[config.mk]
export PLATFORM = sky130hd
export DESIGN_NAME = stf_queue
export DESIGN_NICKNAME = d
export VERILOG_FILES = /design/src/sv/stf_pkg.sv /design/src/sv/stf_queue.sv
export SDC_FILE = /design/constraint.sdc
export NUM_CORES = 1
export LEC_CHECK = 0
export ABC_CLOCK_PERIOD_IN_PS = 6900
export BUFFER_PORTS_ARGS = -buffer_cell sky130_fd_sc_hd__buf_2
export CORE_UTILIZATION = 56
export CTS_CLUSTER_SIZE = 10
export DETAILED_ROUTE_END_ITERATION = 16
export HOLD_SLACK_MARGIN = 0.03
export PLACE_DENSITY = 0.84
export SLEW_MARGIN = 40
export SYNTH_ARGS = -nofsm -noshare
export SYNTH_HDL_FRONTEND = slang
export SYNTH_SLANG_ARGS = --single-unit
[constraint.sdc]
create_clock -name clk -period 6.9 [get_ports clk]
set_clock_uncertainty 0.2 [all_clocks]
set_input_delay 0.69 -clock clk [delete_from_list [all_inputs] [get_ports clk]]
set_output_delay 0.69 -clock clk [all_outputs]
set_load 0.05 [all_outputs]
[src/sv/stf_pkg.sv]
// ----------------------------------------------------------------------------
// stf_pkg
// shared types and constants of the shard term fencing table
// ----------------------------------------------------------------------------
package stf_pkg;

  localparam int SHARD_COUNT = 1024;
  localparam int SHARD_W     = 10;
  localparam int TERM_W      = 64;
  localparam int IDX_W       = $clog2(SHARD_COUNT);
  // wide enough to hold the largest table size
  localparam int CMP_W       = 17;

  localparam int Q_DEPTH = 2;
  localparam int Q_PTR_W = $clog2(Q_DEPTH);
  localparam int Q_CNT_W = $clog2(Q_DEPTH + 1);

  localparam logic REQ_REPORT = 1'b0;
  localparam logic REQ_CHECK  = 1'b1;

  localparam logic [1:0] VERDICT_ACCEPT      = 2'd0;
  localparam logic [1:0] VERDICT_UNKNOWN     = 2'd1;
  localparam logic [1:0] VERDICT_NOT_PRIMARY = 2'd2;
  localparam logic [1:0] VERDICT_STALE       = 2'd3;

  typedef struct packed {
    logic              is_check;
    logic              in_table;
    logic [IDX_W-1:0]  idx;
    logic              role;
    logic [TERM_W-1:0] term;
  } stf_item_t;

  typedef struct packed {
    logic              known;
    logic              role;
    logic [TERM_W-1:0] term;
  } stf_entry_t;

  typedef struct packed {
    logic      push;
    stf_item_t item;
  } stf_push_t;

endpackage

[src/sv/stf_queue.sv]
// ----------------------------------------------------------------------------
// stf_queue
// short queue between the front and the table engine
// ----------------------------------------------------------------------------
module stf_queue (
  input  logic                clk,
  input  logic                rst_n,
  input  stf_pkg::stf_push_t  q_push,
  input  logic                pop,
  output logic                full,
  output logic                empty,
  output stf_pkg::stf_item_t  head
);
  import stf_pkg::*;

  stf_item_t          slot_r [Q_DEPTH];
  logic [Q_PTR_W-1:0] wr_ptr_r, wr_ptr_nxt;
  logic [Q_PTR_W-1:0] rd_ptr_r, rd_ptr_nxt;
  logic [Q_CNT_W-1:0] count_r, count_nxt;
  logic               do_pop;

  assign full   = (count_r == Q_CNT_W'(Q_DEPTH));
  assign empty  = (count_r == '0);
  assign head   = slot_r[rd_ptr_r];
  assign do_pop = pop & ~empty;

  always_comb begin
    wr_ptr_nxt = wr_ptr_r;
    rd_ptr_nxt = rd_ptr_r;
    count_nxt  = count_r;
    if (q_push.push) begin
      wr_ptr_nxt = (wr_ptr_r == Q_PTR_W'(Q_DEPTH - 1)) ? '0 : wr_ptr_r + 1'b1;
    end
    if (do_pop) begin
      rd_ptr_nxt = (rd_ptr_r == Q_PTR_W'(Q_DEPTH - 1)) ? '0 : rd_ptr_r + 1'b1;
    end
    if (q_push.push && !do_pop) begin
      count_nxt = count_r + 1'b1;
    end else if (!q_push.push && do_pop) begin
      count_nxt = count_r - 1'b1;
    end
  end

  always_ff @(posedge clk) begin
    if (!rst_n) begin
      wr_ptr_r <= '0;
      rd_ptr_r <= '0;
      count_r  <= '0;
    end else begin
      wr_ptr_r <= wr_ptr_nxt;
      rd_ptr_r <= rd_ptr_nxt;
      count_r  <= count_nxt;
    end
  end

  always_ff @(posedge clk) begin
    if (q_push.push) begin
      slot_r[wr_ptr_r] <= q_push.item;
    end
  end

endmodule

==> results of run 1 <==
==> registers in the layout (all words and copies together), names as in the netlist, named ones only <==
| register | flops |
|---|---|
| slot_r | 154 |
| count_r | 2 |
| rd_ptr_r | 1 |
| wr_ptr_r | 1 |
==> where the power goes <==
part | leakage, nW | internal [mW] | switching [mW] | total (mW)
combinational | 1.12 | 0.316 | 0.652 | 0.969
clock | 0.307 | 0.657 | 0.338 | 0.995
sequential | 1.49 | 1.13 | 0.0426 | 1.17
==> per-layer routing <==
layer	track usage	vias up	part of all wire	wire length [microns]
met2	0.312	120	0.51	5000
met5	0	-	0	0
met3	0.0680	20	0.068	671
li1	-	1395	-	-
met1	0.226	1457	0.41	4010
met4	0.0946	0	0.017	172
==> per-stage QoR <==
stage	power [mW]	cells	setup WS, ps	cell area [sq um]	utilization
after floorplan	1.98	262	2090	5890	-
after global placement	2.13	549	4020	6810	0.663
after detailed placement	2.16	554	4170	6920	0.673
after CTS	3.15	585	3990	7560	0.735
after global routing	3.23	585	3930	7560	0.735
final	3.13	585	4030	7560	0.735
==> synthesized netlist by cell type, drive strengths merged <==
library cell / instances / area, sq um
a21boi: 1 / 7.51
and2: 4 / 25.0
buf: 8 / 65.1
clkbuf: 1 / 5.00
dfxtp: 5 / 100
edfxtp: 154 / 4620
ha: 1 / 12.5
mux2: 77 / 980
nor2: 1 / 3.75
nor2b: 3 / 18.8
o21a: 1 / 7.51
o21ai: 2 / 10.0
or3: 1 / 6.26
xnor2: 2 / 17.5
xor2: 1 / 8.76
==> final cells by class <==
| type | instances | area [sq um] |
|---|---|---|
| tap | 136 | 170 |
| fill | 644 | 2720 |
| sequential | 159 | 4730 |
| clock inverter | 11 | 214 |
| timing repair buffer | 165 | 911 |
| clock buffer | 20 | 425 |
| multi-input combinational | 94 | 1110 |
==> how the worst min path moves through the flow <==
stage / from / to / depth (start not counted)
global placement: count_r[1] / count_r[1] / 2
floorplan: count_r[1] / count_r[1] / 2
detailed placement: count_r[1] / count_r[1] / 2
global route: q_push[69] / slot_r[1][69] / 1
finish: q_push[69] / slot_r[1][69] / 1
CTS: q_push[20] / slot_r[0][20] / 1
==> worst register-to-register path: cells and delay by family, from the launching register on <==
| kind | cells | cell delay [ps] |
|---|---|---|
| and+or+nand+nor | 1 | 490 |
| buffers and inverters | 2 | 750 |
| DFF | 1 | 350 |
==> cell families after synthesis <==
kind of cell / after synthesis
buffers and inverters: 9
DFF: 159
AOI/OAI and AO/OA: 4
xor gates and xnor gates: 3
adders and majority gates: 1
muxes: 77
and+or+nand+nor: 9
==> results by group, run 1 <==
Outcome
  • Run status: completed

Clock network
  • Clock Latency Late Sink: 520 ps
  • Post-CTS Resized: 0
  • CTS tree: built
  • Clk buf depth: 2
  • Clock Sinks: 159
  • CTS clk-pin slew, worst paths: 60 ps
  • CTS buffer count: 17
  • H-tree Lvls: 4
  • CTS Root Cell: clkbuf_8
  • Cts hold-fix bufs: 0
  • Post CTS Setup Buffer Count: 0

Logic synthesis
  • Mapped Area: 0.00589 sq mm
  • Simple-gate area share of the yosys netlist: 0.00913
  • Syn nets: 344
  • Sequential element share of the synthesized area: 0.802
  • Largest family of logic cells by synthesized area: multiplexers
  • Post-synthesis adder-cell area fraction: 0.00212
  • Synth Area in Compound Gates: 0.00425
  • XOR/XNOR Fraction of Synth Area: 0.00446
  • Mux cell area share after synthesis: 0.166
  • Yosys reg bits: 159
  • Synth Warn #: 0
  • Syn_area_per_cell: 22.5 sq um
  • Unique masters post-synth: 18
  • Mapped Cells: 262

Critical path
  • WP data arrival: 1980 ps
  • Slowest CP cell: dfxtp_4
  • Required time worst endpoint: 6010 ps
  • Max FO, Critical Path: 37
  • Crit path cell chain: buf_12 > mux2_2 > buf_2
  • CP Class: reg2out
  • Critical path depth: 3
  • Count of buffer and inverter cells on the critical path: 2
  • Worst path top cell family by delay: flip-flops
  • Reg-to-reg setup timing slack: 4720 ps
  • Worst Setup EP: head[55]
  • CP endpoint kind: primary output
  • Worst reg2reg endpoint: slot_r[0][24]
  • Reg-to-Reg Start: wr_ptr_r
  • Worst setup SP type: register
  • CP peak stage delay: 550 ps
  • R2R depth: 3

STA
  • Worst hold margin: 158 ps
  • RSZ-0062 raised after global routing: no
  • Final Hold Viols: 0
  • Tmin final: 2870 ps
  • Crit share post-route: 0.416
  • # setup viols final: 0
  • Setup tns final: 0 ps
  • F_max: 348 MHz
  • Max Slew Vio Count: 0
  • Worst Tran Pin Value: 573 ps
  • Slew headroom: 0.617

Final layout
  • Commonest non-fill, non-tap cell in the layout: buf_2
  • Layout area overhead: 28.2%
  • Layout Nets: 519
  • Share of cells above drive strength 1: 0.606
  • Most frequent cells in the layout: buf_2 (159), edfxtp_1 (154), mux2_2 (47)
  • Ant. Diodes: 0

Route
  • Initial DRC Count: 138
  • Vias: 2,992
  • Final WL: 9860 microns
  • Routed Antenna Nets: 0
  • Vias/cell: 5.11
  • # DRC: 0
  • DR pass1 iterations: 6
  • Routed len/inst: 16.8 microns

Die
  • Row cnt: 37
  • Height of the chip: 105 microns
  • Initial Utilization: 0.573
  • Die footprint: 0.0109 sq mm
  • Ports: 160
  • Horiz. Die Dim: 105 microns
  • Core box area: 0.0103 sq mm

Pwr
  • Max rail drop VDD: 0.000275 V
  • LEAKAGE: 2.91 nW
  • Power Dens Cells: 414 mW/mm^2

Worst hold path
  • Hold Crit Class: in2reg

Flow run
  • Max cap viols: 0

Placed design
  • Buffers added on ports: 159
  • DP Wirelength: 6480 microns
  • GPL Wtd Cong: 0.684

Global routing
  • Largest net degree at the start of global routing: 45
  • Vias in the first global route: 3,149
  • Initial antenna violation count: 0
  • GR Util All Layers: 0.191
  • Total gr overflow: 0
  • Global-route wire length before repair: 15,200 microns
(Power assumes the default switching activity.)
==> run 2, diff against run 1 <==
--- a/config.mk
+++ b/config.mk
@@ -5,13 +5,13 @@
 export SDC_FILE = /design/constraint.sdc
 export NUM_CORES = 1
 export LEC_CHECK = 0
-export ABC_CLOCK_PERIOD_IN_PS = 6900
+export ABC_CLOCK_PERIOD_IN_PS = 2400
 export BUFFER_PORTS_ARGS = -buffer_cell sky130_fd_sc_hd__buf_2
-export CORE_UTILIZATION = 56
+export CORE_UTILIZATION = 47
 export CTS_CLUSTER_SIZE = 10
 export DETAILED_ROUTE_END_ITERATION = 16
 export HOLD_SLACK_MARGIN = 0.03
-export PLACE_DENSITY = 0.84
+export PLACE_DENSITY = 0.76
 export SLEW_MARGIN = 40
 export SYNTH_ARGS = -nofsm -noshare
 export SYNTH_HDL_FRONTEND = slang
==> constraint.sdc (replaced) <==
create_clock -name clk -period 2.4 [get_ports clk]
set_clock_uncertainty 0.2 [all_clocks]
set_input_delay 0.24 -clock clk [delete_from_list [all_inputs] [get_ports clk]]
set_output_delay 0.24 -clock clk [all_outputs]
set_load 0.05 [all_outputs]
==> results by group, run 2 (synthesis results as in run 1) <==
Placed design
  • Buffers added on ports: 159
  • Dpl cells: 585
  • Dpl ws: 713 ps
  • Placed Area: 0.00693 sq mm
  • DP Wirelength: 6520 microns
  • GPL Wtd Cong: 0.672

STA
  • Crit share post-route: 0.876
  • Final Hold Viols: 0
  • F_max: 476 MHz
  • # setup viols final: 0
  • Final worst slack: 297 ps
  • Setup tns final: 0 ps
  • Max Slew Vio Count: 0
  • Tmin final: 2100 ps
  • Worst Tran Pin Value: 445 ps
  • Slew headroom: 0.703
  • RSZ-0062 raised after global routing: no
  • Worst hold margin: 143 ps

Critical path
  • Reg-to-Reg Start: wr_ptr_r
  • Count of buffer and inverter cells on the critical path: 2
  • WP data arrival: 1660 ps
  • CP Class: reg2out
  • Critical path depth: 3
  • Worst Setup EP: head[56]
  • Reg-to-reg setup timing slack: 540 ps
  • Worst setup SP type: register
  • Worst reg2reg endpoint: wr_ptr_r
  • CP endpoint kind: primary output
  • Max FO, Critical Path: 39
  • Worst path top cell family by delay: buffers and inverters
  • Required time worst endpoint: 1960 ps
  • Crit path cell chain: buf_12 > mux2_2 > buf_2
  • Slowest CP cell: mux2_2
  • CP peak stage delay: 380 ps
  • R2R depth: 4

Final layout
  • Layout area overhead: 40.5%
  • Fin util: 0.684
  • Max reg flops: 154
  • Fill count: 819
  • Fin cells: 697
  • Share of cells above drive strength 1: 0.513
  • Biggest regs: slot_r: 154 flops, count_r: 2 flops
  • Commonest non-fill, non-tap cell in the layout: buf_2
  • Most frequent cells in the layout: buf_2 (159), edfxtp_1 (154), dlygate4sd3_1 (79)
  • Design area: 0.00828 sq mm
  • Biggest register: slot_r
  • Layout Nets: 597

Die
  • Die footprint: 0.0130 sq mm
  • Horiz. Die Dim: 114 microns
  • Row cnt: 40
  • Initial Utilization: 0.486
  • Height of the chip: 114 microns
  • Ports: 160
  • Core box area: 0.0121 sq mm

Outcome
  • Run status: completed

Clock network
  • CTS buffer count: 17
  • CTS Root Cell: clkbuf_16
  • H-tree Lvls: 4
  • Clk buf depth: 2
  • Clock Latency Late Sink: 410 ps
  • Post CTS Setup Buffer Count: 0
  • CTS tree: built
  • Clock Sinks: 159
  • CTS clk-pin slew, worst paths: 60 ps

Route
  • Routed len/inst: 16.1 microns
  • # DRC: 0
  • Vias: 3,319
  • Final WL: 11,200 microns
  • Routed Antenna Nets: 0
  • Initial DRC Count: 99
  • Vias/cell: 4.76
  • DR pass1 iterations: 4

Global routing
  • Total gr overflow: 0
  • Global-route wire length before repair: 16,900 microns
  • Initial antenna violation count: 1
  • GR Util All Layers: 0.180
  • Largest net degree at the start of global routing: 79
  • Vias in the first global route: 3,444

Pwr
  • Total Power: 8.74 mW
  • Logic gate share of total power: 0.335
  • Max rail drop VDD: 0.000826 V
  • Int Pwr: 5.74 mW
  • NetSw: 3.00 mW
  • Seq pwr share: 0.378
  • LEAKAGE: 3.18 nW
  • Power Dens Cells: 1060 mW/mm^2
  • Clock share of power: 0.286
  • Net Sw Frac: 0.343

Flow run
  • Max cap viols: 0

Worst hold path
  • Hold Crit Class: in2reg
  • Worst hold stages: 4
[run 2: repair_timing]
| item | 4_1_cts | 5_1_grt |
|---|---|---|
| hold buffers | 79 | 0 |
| endpoints found under the setup margin | 0 | 0 |
| gates resized for setup | 0 | 0 |
| hold endpoints to repair | 159 | 0 |
[run 2: final cells by class]
| class | count | area, sq um | share of cell area |
|---|---|---|---|
| Sequential cell | 159 | 4730 | 0.571 |
| Multi-Input combinational cell | 94 | 1110 | 0.134 |
| Clock inverter | 12 | 120 | 0.0145 |
| Tap cell | 168 | 210 | 0.0254 |
| Timing Repair Buffer | 243 | 1670 | 0.202 |
| Clock buffer | 20 | 437 | 0.0527 |
| Antenna cell | 1 | 2.50 | 0.000302 |
[run 2: worst min-delay path by stage]
stage / slack, ps / startpoint / endpoint
2_1_floorplan: 140 / q_push[0] / slot_r[0][0]
3_3_place_gp: 230 / q_push[17] / slot_r[0][17]
3_5_place_dp: 230 / q_push[27] / slot_r[0][27]
4_1_cts: 120 / pop / rd_ptr_r
5_1_grt: 140 / pop / rd_ptr_r
6_report: 140 / pop / rd_ptr_r
[run 2: routing by layer]
metal / up-vias / global-route usage / wire length (microns)
li1: 1545 / - / -
met1: 1649 / 0.187 / 4340
met2: 114 / 0.324 / 6080
met3: 11 / 0.0675 / 674
met4: 0 / 0.0745 / 139
met5: - / 0 / 0
[run 2: worst register-to-register path: stages (launching register included)]
cell	delay, ps
dfxtp_1	340
nor2b_4	140
buf_12	370
o21a_1	200
dlygate4sd3_1	550
[run 2: power by group through the flow]
stage               Sequential (mW)  Combinational, mW  Clock, mW
global route                   3.32               3.06       2.68
CTS                            3.31               2.95       2.56
detailed placement             3.36               2.84          0
finish                         3.31               2.93       2.50
floorplan                      3.33               2.34          0
global placement               3.35               2.81          0
